$ cat src/sv/mre_pkg.sv
// Package for the metric record encoder: word types, request and value codes,
// status codes and the run descriptor passed from front to back. No dependencies.
`default_nettype none
package mre_pkg;

    typedef struct packed {
        logic [1:0]  req_type;
        logic [7:0]  frame_version;
        logic [15:0] frame_sequence;
        logic [15:0] record_key;
        logic [7:0]  record_flag;
        logic [1:0]  value_kind;
        logic [63:0] number_bits;
        logic [31:0] string_length;
        logic [7:0]  payload_byte;
    } t_in_word;

    typedef struct packed {
        logic [7:0] out_byte;
        logic       last_of_run;
        logic [1:0] status;
    } t_out_word;

    localparam int unsigned RUN_BYTES = 11;

    // One input word's output run, low byte first.
    typedef struct packed {
        logic [8*RUN_BYTES-1:0] bytes;
        logic [3:0]             count;
        logic [1:0]             status;
    } t_run;

    localparam logic [1:0] REQ_FRAME   = 2'd0;
    localparam logic [1:0] REQ_RECORD  = 2'd1;
    localparam logic [1:0] REQ_PAYLOAD = 2'd2;

    localparam logic [1:0] KIND_NULL   = 2'd0;
    localparam logic [1:0] KIND_NUMBER = 2'd1;
    localparam logic [1:0] KIND_STRING = 2'd2;

    localparam logic [1:0] ST_OK        = 2'd0;
    localparam logic [1:0] ST_NULL_FLAG = 2'd1;
    localparam logic [1:0] ST_SEQUENCE  = 2'd2;

    localparam logic [3:0] TY_NULL  = 4'd0;
    localparam logic [3:0] TY_ZERO  = 4'd1;
    localparam logic [3:0] TY_ONE   = 4'd2;
    localparam logic [3:0] TY_INT8  = 4'd3;
    localparam logic [3:0] TY_INT16 = 4'd4;
    localparam logic [3:0] TY_INT32 = 4'd5;
    localparam logic [3:0] TY_DBL   = 4'd7;
    localparam logic [3:0] TY_STR8  = 4'd8;
    localparam logic [3:0] TY_STR16 = 4'd9;
    localparam logic [3:0] TY_STR32 = 4'd10;

    localparam logic [7:0] FLAG_WIDE_KEY = 8'h08;
    localparam logic [7:0] MAGIC_0 = 8'h57;
    localparam logic [7:0] MAGIC_1 = 8'h41;
    localparam logic [7:0] MAGIC_2 = 8'h4d;
    localparam logic [7:0] FRAME_ONE = 8'h01;

endpackage
`default_nettype wire

$ cat src/sv/mre_front.sv
// Front of the metric record encoder: classify each input word and build its
// byte run; tracks pending payload bytes. Depends on mre_pkg.
`default_nettype none
module mre_front
    import mre_pkg::*;
(
    input  wire logic     i_clk,
    input  wire logic     i_rst_n,
    input  wire logic     i_accept,
    input  wire t_in_word i_word,
    output t_run          o_run
);

    logic [31:0] r_payload_left;
    logic [31:0] n_payload_left;

    logic        sgn;
    logic [10:0] ef;
    logic [51:0] mant;
    logic [10:0] e_full;
    logic [4:0]  e5;
    logic        is_zero, e_small, frac_zero, int_ok, is_min32;
    logic [51:0] frac_sh;
    logic [52:0] mag_sh;
    logic [30:0] mag;
    logic [31:0] iv;
    logic [3:0]  ty;
    logic [63:0] val;
    logic [3:0]  nval;
    logic [7:0]  h;
    logic        wide;
    logic [23:0] hdr;
    logic [87:0] rec_bytes;
    logic [3:0]  rec_count;

    always_comb begin
        sgn      = i_word.number_bits[63];
        ef       = i_word.number_bits[62:52];
        mant     = i_word.number_bits[51:0];
        e_full   = ef - 11'd1023;
        e5       = e_full[4:0];
        is_zero  = (ef == 11'd0) && (mant == 52'd0);
        e_small  = (ef >= 11'd1023) && (ef <= 11'd1053);
        frac_sh  = mant << e5;
        frac_zero = (frac_sh == 52'd0);
        int_ok   = e_small && frac_zero;
        mag_sh   = {1'b1, mant} >> (6'd52 - {1'b0, e5});
        mag      = mag_sh[30:0];
        iv       = sgn ? (32'd0 - {1'b0, mag}) : {1'b0, mag};
        is_min32 = sgn && (ef == 11'd1054) && (mant == 52'd0);

        ty   = TY_NULL;
        val  = 64'd0;
        nval = 4'd0;
        unique case (i_word.value_kind)
            KIND_NUMBER: begin
                priority if (is_zero) begin
                    ty = TY_ZERO;
                end else if (int_ok && !sgn && mag == 31'd1) begin
                    ty = TY_ONE;
                end else if (int_ok && (mag < 31'd128 || (sgn && mag == 31'd128))) begin
                    ty = TY_INT8;  val = {32'd0, iv}; nval = 4'd1;
                end else if (int_ok && (mag < 31'd32768 || (sgn && mag == 31'd32768))) begin
                    ty = TY_INT16; val = {32'd0, iv}; nval = 4'd2;
                end else if (int_ok) begin
                    ty = TY_INT32; val = {32'd0, iv}; nval = 4'd4;
                end else if (is_min32) begin
                    ty = TY_INT32; val = 64'h0000_0000_8000_0000; nval = 4'd4;
                end else begin
                    ty = TY_DBL;   val = i_word.number_bits; nval = 4'd8;
                end
            end
            KIND_STRING: begin
                val = {32'd0, i_word.string_length};
                priority if (i_word.string_length < 32'd256) begin
                    ty = TY_STR8;  nval = 4'd1;
                end else if (i_word.string_length < 32'd65536) begin
                    ty = TY_STR16; nval = 4'd2;
                end else begin
                    ty = TY_STR32; nval = 4'd4;
                end
            end
            default: begin
                ty = TY_NULL;
            end
        endcase

        h    = i_word.record_flag | {ty, 4'd0};
        wide = (i_word.record_key[15:8] != 8'd0);
        hdr  = wide ? {i_word.record_key, h | FLAG_WIDE_KEY}
                    : {8'd0, i_word.record_key[7:0], h};
        rec_bytes = wide ? {val, hdr} : {8'd0, val, hdr[15:0]};
        rec_count = (wide ? 4'd3 : 4'd2) + nval;
    end

    always_comb begin
        n_payload_left = r_payload_left;
        o_run.bytes    = '0;
        o_run.count    = 4'd1;
        o_run.status   = ST_SEQUENCE;
        priority if (i_word.req_type == REQ_PAYLOAD) begin
            if (r_payload_left != 32'd0) begin
                o_run.bytes[7:0] = i_word.payload_byte;
                o_run.status     = ST_OK;
                n_payload_left   = r_payload_left - 32'd1;
            end
        end else if (i_word.req_type == REQ_FRAME && r_payload_left == 32'd0) begin
            o_run.bytes[63:0] = {8'd0, i_word.frame_sequence[7:0],
                                 i_word.frame_sequence[15:8], FRAME_ONE,
                                 i_word.frame_version, MAGIC_2, MAGIC_1, MAGIC_0};
            o_run.count  = 4'd8;
            o_run.status = ST_OK;
        end else if (i_word.req_type == REQ_RECORD && r_payload_left == 32'd0) begin
            if (i_word.value_kind == KIND_NULL && i_word.record_flag != 8'd0) begin
                o_run.status = ST_NULL_FLAG;
            end else if (i_word.value_kind == KIND_NULL ||
                         i_word.value_kind == KIND_NUMBER ||
                         i_word.value_kind == KIND_STRING) begin
                o_run.bytes  = rec_bytes;
                o_run.count  = rec_count;
                o_run.status = ST_OK;
                if (i_word.value_kind == KIND_STRING) begin
                    n_payload_left = i_word.string_length;
                end
            end
        end else begin
            o_run.status = ST_SEQUENCE;
        end
    end

    always_ff @(posedge i_clk) begin
        if (!i_rst_n) begin
            r_payload_left <= 32'd0;
        end else if (i_accept) begin
            r_payload_left <= n_payload_left;
        end
    end

endmodule
`default_nettype wire

$ cat src/sv/mre_queue.sv
// Two-entry run queue between front and back of the metric record encoder.
// Depends on mre_pkg.
`default_nettype none
module mre_queue
    import mre_pkg::*;
(
    input  wire logic i_clk,
    input  wire logic i_rst_n,
    input  wire logic i_push,
    input  wire t_run i_run,
    output logic      o_full,
    input  wire logic i_pop,
    output logic      o_valid,
    output t_run      o_run
);

    t_run       r_mem [2];
    logic       r_wr;
    logic       r_rd;
    logic [1:0] r_count;

    assign o_full  = (r_count == 2'd2);
    assign o_valid = (r_count != 2'd0);
    assign o_run   = r_mem[r_rd];

    always_ff @(posedge i_clk) begin
        if (i_push) begin
            r_mem[r_wr] <= i_run;
        end
    end

    always_ff @(posedge i_clk) begin
        if (!i_rst_n) begin
            r_wr    <= 1'b0;
            r_rd    <= 1'b0;
            r_count <= 2'd0;
        end else begin
            if (i_push) r_wr <= ~r_wr;
            if (i_pop)  r_rd <= ~r_rd;
            r_count <= r_count + {1'b0, i_push} - {1'b0, i_pop};
        end
    end

endmodule
`default_nettype wire

$ cat src/sv/mre_back.sv
// Back of the metric record encoder: hold one run and shift its bytes out
// through the output register. Depends on mre_pkg.
`default_nettype none
module mre_back
    import mre_pkg::*;
(
    input  wire logic  i_clk,
    input  wire logic  i_rst_n,
    input  wire logic  i_q_valid,
    input  wire t_run  i_q_run,
    output logic       o_pop,
    output logic       o_valid,
    input  wire logic  i_ready,
    output t_out_word  o_word
);

    logic                   r_valid;
    logic [8*RUN_BYTES-1:0] r_bytes;
    logic [3:0]             r_left;
    logic [1:0]             r_status;
    logic                   finishing;

    assign finishing = r_valid && i_ready && (r_left == 4'd1);
    assign o_pop     = i_q_valid && (!r_valid || finishing);

    assign o_valid            = r_valid;
    assign o_word.out_byte    = r_bytes[7:0];
    assign o_word.last_of_run = (r_left == 4'd1);
    assign o_word.status      = r_status;

    always_ff @(posedge i_clk) begin
        if (!i_rst_n) begin
            r_valid <= 1'b0;
            r_left  <= 4'd0;
        end else if (o_pop) begin
            r_valid  <= 1'b1;
            r_bytes  <= i_q_run.bytes;
            r_left   <= i_q_run.count;
            r_status <= i_q_run.status;
        end else if (r_valid && i_ready) begin
            // drop the sent byte
            if (r_left == 4'd1) begin
                r_valid <= 1'b0;
            end
            r_bytes <= {8'd0, r_bytes[8*RUN_BYTES-1:8]};
            r_left  <= r_left - 4'd1;
        end
    end

endmodule
`default_nettype wire

$ cat src/sv/metric_record_encoder.sv
// Top level of the metric record encoder: front classifier, run queue and
// byte serializer. Depends on mre_pkg, mre_front, mre_queue, mre_back.
//
//  channel | direction | handshake                 | payload
//  --------+-----------+---------------------------+-------------------------
//  in      | input     | i_in_valid / o_in_ready   | i_in_word  (t_in_word)
//  out     | output    | o_out_valid / i_out_ready | o_out_word (t_out_word)
//
// Each input word is classified in the cycle it is taken and leaves a run of
// 1 to 11 output words (1 for payload bytes and errors, up to 11 for a
// wide-key double record); the back sends one word per cycle while the
// receiver is ready. Two runs buffer between front and back, so input is
// taken while the back still drains. Synchronous active-low reset
// clears the pending payload count, the queue and the output register.
`default_nettype none
module metric_record_encoder
    import mre_pkg::*;
(
    input  wire logic      i_clk,
    input  wire logic      i_rst_n,
    input  wire logic      i_in_valid,
    output logic           o_in_ready,
    input  wire t_in_word  i_in_word,
    output logic           o_out_valid,
    input  wire logic      i_out_ready,
    output t_out_word      o_out_word
);

    t_run front_run;
    t_run q_run;
    logic q_full;
    logic q_valid;
    logic q_pop;
    logic in_accept;

    // take a word whenever the queue has room
    assign o_in_ready = !q_full;
    assign in_accept  = i_in_valid && o_in_ready;

    mre_front u_front (
        .i_clk    (i_clk),
        .i_rst_n  (i_rst_n),
        .i_accept (in_accept),
        .i_word   (i_in_word),
        .o_run    (front_run)
    );

    mre_queue u_queue (
        .i_clk   (i_clk),
        .i_rst_n (i_rst_n),
        .i_push  (in_accept),
        .i_run   (front_run),
        .o_full  (q_full),
        .i_pop   (q_pop),
        .o_valid (q_valid),
        .o_run   (q_run)
    );

    mre_back u_back (
        .i_clk     (i_clk),
        .i_rst_n   (i_rst_n),
        .i_q_valid (q_valid),
        .i_q_run   (q_run),
        .o_pop     (q_pop),
        .o_valid   (o_out_valid),
        .i_ready   (i_out_ready),
        .o_word    (o_out_word)
    );

endmodule
`default_nettype wire

$ cat config.mk
export PLATFORM = sky130hd
export DESIGN_NAME = metric_record_encoder
export DESIGN_NICKNAME = d
export VERILOG_FILES = /design/src/sv/mre_pkg.sv /design/src/sv/mre_front.sv /design/src/sv/mre_queue.sv /design/src/sv/mre_back.sv /design/src/sv/metric_record_encoder.sv
export SDC_FILE = /design/constraint.sdc
export NUM_CORES = 1
export LEC_CHECK = 0
export ABC_AREA = 1
export BUFFER_PORTS_ARGS = -buffer_cell sky130_fd_sc_hd__buf_2
export CORE_MARGIN = 2
export CORE_UTILIZATION = 35
export CTS_BUF_LIST = sky130_fd_sc_hd__clkbuf_4 sky130_fd_sc_hd__clkbuf_8
export DETAILED_ROUTE_END_ITERATION = 7
export SLEW_MARGIN = 20
export SYNTH_ARGS = -nofsm -noshare
export SYNTH_HDL_FRONTEND = slang
export SYNTH_SLANG_ARGS = --single-unit
$ cat constraint.sdc
create_clock -name i_clk -period 10.4 [get_ports i_clk]
set_input_delay 0.52 -clock i_clk [delete_from_list [all_inputs] [get_ports i_clk]]
set_output_delay 0.52 -clock i_clk [all_outputs]
set_load 0.02 [all_outputs]
# Yosys cells after proc, flatten, opt, wreduce, memory -nomap -nowiden

Memories as Yosys holds them, arrays and structs flattened. A register that Yosys moved wholly into a read port is not among the register bits.
Cells that the tools add are included.

Bits in registers: 131
Bits in latches: 0
Memory bits (writable): 188
Bits in read-only memories: 0
Output and inout port bits: 13
Logic and storage cells: 146
Memories: 1

Memory list:

| name          | words | width | read ports | clocked after Yosys merged registers in | wr ports | RTL line        | text |
|---|---|---|---|---|---|---|---|
| u_queue.r_mem | 2     | 94    | 1          | 1                                       | 1        | mre_queue.sv:17 | `t_run r_mem [2];` |

Add/subtract/negate cells: 8
$mul: 0
Divide/modulo/power cells: 0
Order comparisons: 6
Equality and inequality tests: 13
Shift-type cells: 2
Muxes and demuxes: 60
Bitwise logic cells: 3
Reduce and logical (&&, ||, !) cells: 45

Operators with widths:

| kind                                                          | number |
|---|---|
| two-way mux 64 bit                                            | 6 |
| two-way mux 88 bit                                            | 3 |
| two-way mux 32 bit                                            | 8 |
| two-way mux 92 bit                                            | 2 |
| case mux 64 bit (2 select lines)                              | 1 |
| logical NOT 52 bit                                            | 2 |
| two-way mux 94 bit                                            | 1 |
| two-way mux 80 bit                                            | 1 |
| two-way mux 70 bit                                            | 1 |
| two-way mux 4 bit                                             | 16 |
| right shift 53 x 6 -> 31 bit                                  | 1 |
| << shifter 52 x 5 -> 52 bit                                   | 1 |
| two-way mux 24 bit                                            | 2 |
| logical NOT 32 bit                                            | 1 |
| less-than comparator 32 x 17 -> 1 bit (second input constant) | 1 |
| less-than comparator 32 x 9 -> 1 bit (second input constant)  | 1 |
| nonzero test 32 bit                                           | 1 |
| subtractor 1 x 31 -> 32 bit (first input constant)            | 1 |
| subtractor 32 x 1 -> 32 bit (second input constant)           | 1 |
| equality test 31 x 1 -> 1 bit (second input constant)         | 1 |
| equality test 31 x 16 -> 1 bit (second input constant)        | 1 |
| equality test 31 x 8 -> 1 bit (second input constant)         | 1 |
| less-than comparator 31 x 16 -> 1 bit (second input constant) | 1 |
| less-than comparator 31 x 8 -> 1 bit (second input constant)  | 1 |
| 30 further kinds                                              | 81 |

# Longest topological paths before layout

Depth after elaboration: 20
Mapped depth: 34
Gate-level depth less buffers: 31

# By module

Synthesis repeated with hierarchy kept, for this count alone.

Cells, all modules: 3355
Area, all modules: 23770.3 um2

Modules (own cells, without submodules):

| module                | times used | cells an instance | area each (um2) |
|---|---|---|---|
| mre_front             | 1          | 2603              | 12588.3 |
| mre_queue             | 1          | 325               | 7019.2 |
| mre_back              | 1          | 424               | 4149.0 |
| metric_record_encoder | 1          | 3                 | 13.8 |

# Worst setup path after synthesis

Ideal clock, no wire load.

Kind: input -> register
Start point: in i_out_ready
End point: reg u_back.r_bytes[0], enable pin
Setup time: 0.535 ns
Arrival time: 5.151 ns
Required time: 9.865 ns
Slack: 4.714 ns
Stages on the path: 7
Path buffers: 1
Cell sequence: nand2_1 > o21ai_0 > o21ai_1 > clkinv_1 > clkbuf_1 > nor2_1 > nor2_1

Longest elaborated chain between the ends: 6

Ends and longest elaborated chain:

| element                                  | RTL line                       | text |
|---|---|---|
| from (decl)                              | metric_record_encoder.sv:25    | `input wire logic i_out_ready,` |
| logical AND 1 bit (*)                    | mre_back.sv:23, mre_back.sv:40 |  |
| logical AND 1 bit                        | mre_back.sv:23                 | `assign finishing = r_valid && i_ready && (r_left == 4'd1);` |
| logical OR 1 bit                         | mre_back.sv:24                 | `assign o_pop = i_q_valid && (!r_valid \|\| finishing);` |
| logical AND 1 bit                        | mre_back.sv:24                 |  |
| nonzero test 2 bit (no source line) (*)  | n/a                            |  |
| AND reduction 2 bit (no source line) (*) | n/a                            |  |
| to (signal assigned)                     | mre_back.sv:37                 | `r_bytes <= i_q_run.bytes;` |
| to (signal assigned)                     | mre_back.sv:45                 | `r_bytes <= {8'd0, r_bytes[8*RUN_BYTES-1:8]};` |
| to (decl)                                | mre_back.sv:18                 | `logic [8*RUN_BYTES-1:0] r_bytes;` |

Every way passes the cells marked *; elsewhere a longest branch is shown, timed or not.
A chain may end at the register's enable or synchronous reset.

==> results.txt <==
Main synth FF type - edfxtp_1
Tightest Hold Check Type - in2reg
Final Cell Area - 0.0260 mm²
Fmax - 149 MHz
Port buffer count - 172
Register clock-pin slew on the reported worst setup and hold paths - 0.07 ns
Post-Syn Instances - 3526
Unrepaired setup endpoints after global routing - no
Chip width - 265 µm
Final Cycle Share - 64.6%
Endpoints failing setup - 0
Measured slew at the worst slew-check pin - 1.15 ns
First-pass GRT wire length - 139 mm
Comb power frac - 37.5%
Post-route antenna net violation count - 0
WL per Instance - 20.9 µm
CP Max Fanout - 79
Layout Nets - 3752
CP max-delay cell - inv_2
GRT Util Overall - 25.9%
Drt initial violations - 2808
CP arrival - 7.09 ns
WL final - 93.7 mm
Critical Path RT - 10.77 ns
CP Launch Type - primary input
Post-cts sizing count - 0
Initial antenna violation count - 7
Sinks on the clock net - 320
Synth warn - 0
Die H - 265 µm
Sequential area share after synthesis - 38.7%
Pwr dens - 186 mW/mm²
Iteration count of the initial detailed-routing pass - 6
Yosys reg bits - 320
H-tree Lvls - 2
Synth top area cells - edfxtp_1, nand2_1, nand3_1, nor2_1, dfxtp_1
Later-pin clock latency in the skew report - 0.65 ns
Post-place setup slack - 3.21 ns
Worst setup EP type - flip-flop
Clock Skew - 0.0236 ns
Most instantiated library cell after synthesis - nand2_1
VDD IR max - 0.000129 V
Hpwl dp - 69.4 mm
Area leader, netlist - edfxtp_1
Hold buffer count at CTS - 0
CTS tree - done
Rel. slew slack - 22.3%
Post-synth ARST share - 0%
Post-route minimum period - 6.72 ns
Reg power frac - 38.8%
Internal power - 2.89 mW
Mapped Area - 0.0238 mm²
Clk buf depth - 3
Post-CTS setup buffer count - 0
Layout cell share with drive strength beyond 1 - 10.6%
Core footprint - 0.0672 mm²
Syn_nets - 3705
Routing usage on met1 - 35.9%
Switching share of power - 40.2%
Total global routing overflow - 0
Post-synth EDFFs - 278
IO Count - 173
Placer congestion estimate - 1.02
Root Buffer Master - clkbuf_8
Met3 usage - 3.96%
Unique masters post-synth - 55
Pin count of the biggest net entering global routing - 80
Leak - 11.5 nW
DRC Markers - 0
Vias - 24700
Vias per inst - 5.50
Std cell rows - 95
Die ar. - 0.0700 mm²
Initial core utilization - 35.4%
Syn Area/Cell - 6.74 µm²
Peak-usage layer in the global routing report - met2
CP dominant cell by count - nand2_1
Status - finished clean
TNS Setup - 0 ns
Vias in the first global route - 22700
Switch Pwr - 1.94 mW
Final hold viol count - 0
Max-slew violation count - 0
MaxCap Viol Count - 0
Area growth from synthesis to layout - 9.45%
Placed Area - 0.0249 mm²
Post-synth top cells - nand2_1, nand3_1, edfxtp_1
Crit path kind - in2reg
M2 GR Usage - 41.2%
Clock network power share - 23.7%
Worst setup margin - 3.68 ns
Share of the synthesized area in the top cell type - 35.1%
CP max stage delay - 0.81 ns
Fin util - 38.7%
Num CTS Buffers - 54
[worst max-delay path, delay by kind of cell]
kind            cells  cell delay (ns)
buf+inv             6             2.22
fa+ha+maj           2             0.56
compound gates      1             0.11
simple gates       21             3.56
[sequential cells by signal, summed over array words and instances, names as in the netlist, named ones only]
signal,flops
u_back.r_bytes,88
u_front.r_payload_left,32
u_queue.r_rd,1
u_queue.r_count,2
u_back.r_left,4
u_back.r_status,2
u_queue.r_wr,1
u_back.o_valid,1
u_queue.r_mem,188
[metrics by stage]
step	hold WS [ns]	instances	power, mW
after CTS	0.140	4487	4.85
after detailed placement	0.440	4390	3.70
after floorplan	0.425	3526	3.18
after global routing	0.187	4488	5.15
final	0.201	4494	4.83
after global placement	0.438	4390	3.70
[layout make-up]
class                      instances  area (µm²)
tap                              873        1090
multi-input combinational       2785       12700
inverter                         212         802
timing repair buffer             200        1070
fill                            7277       41200
clock buffer                      78         930
sequential                       320        9190
clock inverter                    19         158
antenna                            7        17.5
[routing by layer]
| layer | vias to the layer above | wire length [µm] |
|---|---|---|
| li1 | 12000 | - |
| met1 | 11500 | 40500 |
| met2 | 1159 | 42200 |
| met3 | 177 | 7870 |
| met4 | 2 | 3170 |
| met5 | - | 10 |
[logic make-up after synthesis]
family | share of synthesized area (%)
flip-flops | 38.7
adder cells (fa/ha/maj) | 1.00
AO/OA/AOI/OAI | 9.14
buffers and inverters | 7.92
XOR/XNOR | 0.585
AND/OR/NAND/NOR | 42.7
[final timing paths]
check	start	endpoint	slack (ns)	cells after the start
setup / recovery	i_in_word[92]	u_queue.r_mem[0][5]	3.68	30
hold / removal	i_in_word[120]	u_queue.r_mem[1][20]	0.20	3
setup reg to reg	u_front.r_payload_left[0]	u_queue.r_mem[1][12]	5.71	18
hold reg to reg	u_queue.r_rd	flip-flop	0.46	1
[placed cells by master, fill, tap and decap left out, types with 5 or more instances in the layout]
cell      synthesis  routed
a21oi_1          96      96
nor3_1           19      19
inv_1           184     183
nand3_1         607     607
clkbuf_8          0      55
clkbuf_4          0      23
diode_2           0       7
buf_4            29      28
nand2_1        1373    1372
nand3_2           9       9
nor2_4            7      11
o21ai_2           5       5
and2_1            8       8
nor4_1           29      29
edfxtp_1        278     278
nand2_2          11      12
a31oi_1          84      84
o211ai_1         11      11
xor2_1           13      12
dfxtp_1          42      41
nor2_2           15      16
o21ai_0         117     117
clkinv_1          4      14
inv_2            23      23
buf_2            44     172
nor2_1          236     231
nand4_1          32      32
o21ai_1          20      20
o22ai_1          31      31
ha_1             19      19
[power by group through the flow]
stage / clock (mW) / combinational [mW] / sequential, mW
2_1_floorplan: 0 / 1.30 / 1.88
3_3_place_gp: 0 / 1.80 / 1.90
3_5_place_dp: 0 / 1.80 / 1.90
4_1_cts: 1.17 / 1.80 / 1.88
5_1_grt: 1.22 / 2.02 / 1.90
6_report: 1.15 / 1.81 / 1.88
Note: power is estimated with default switching activity, not from simulation.
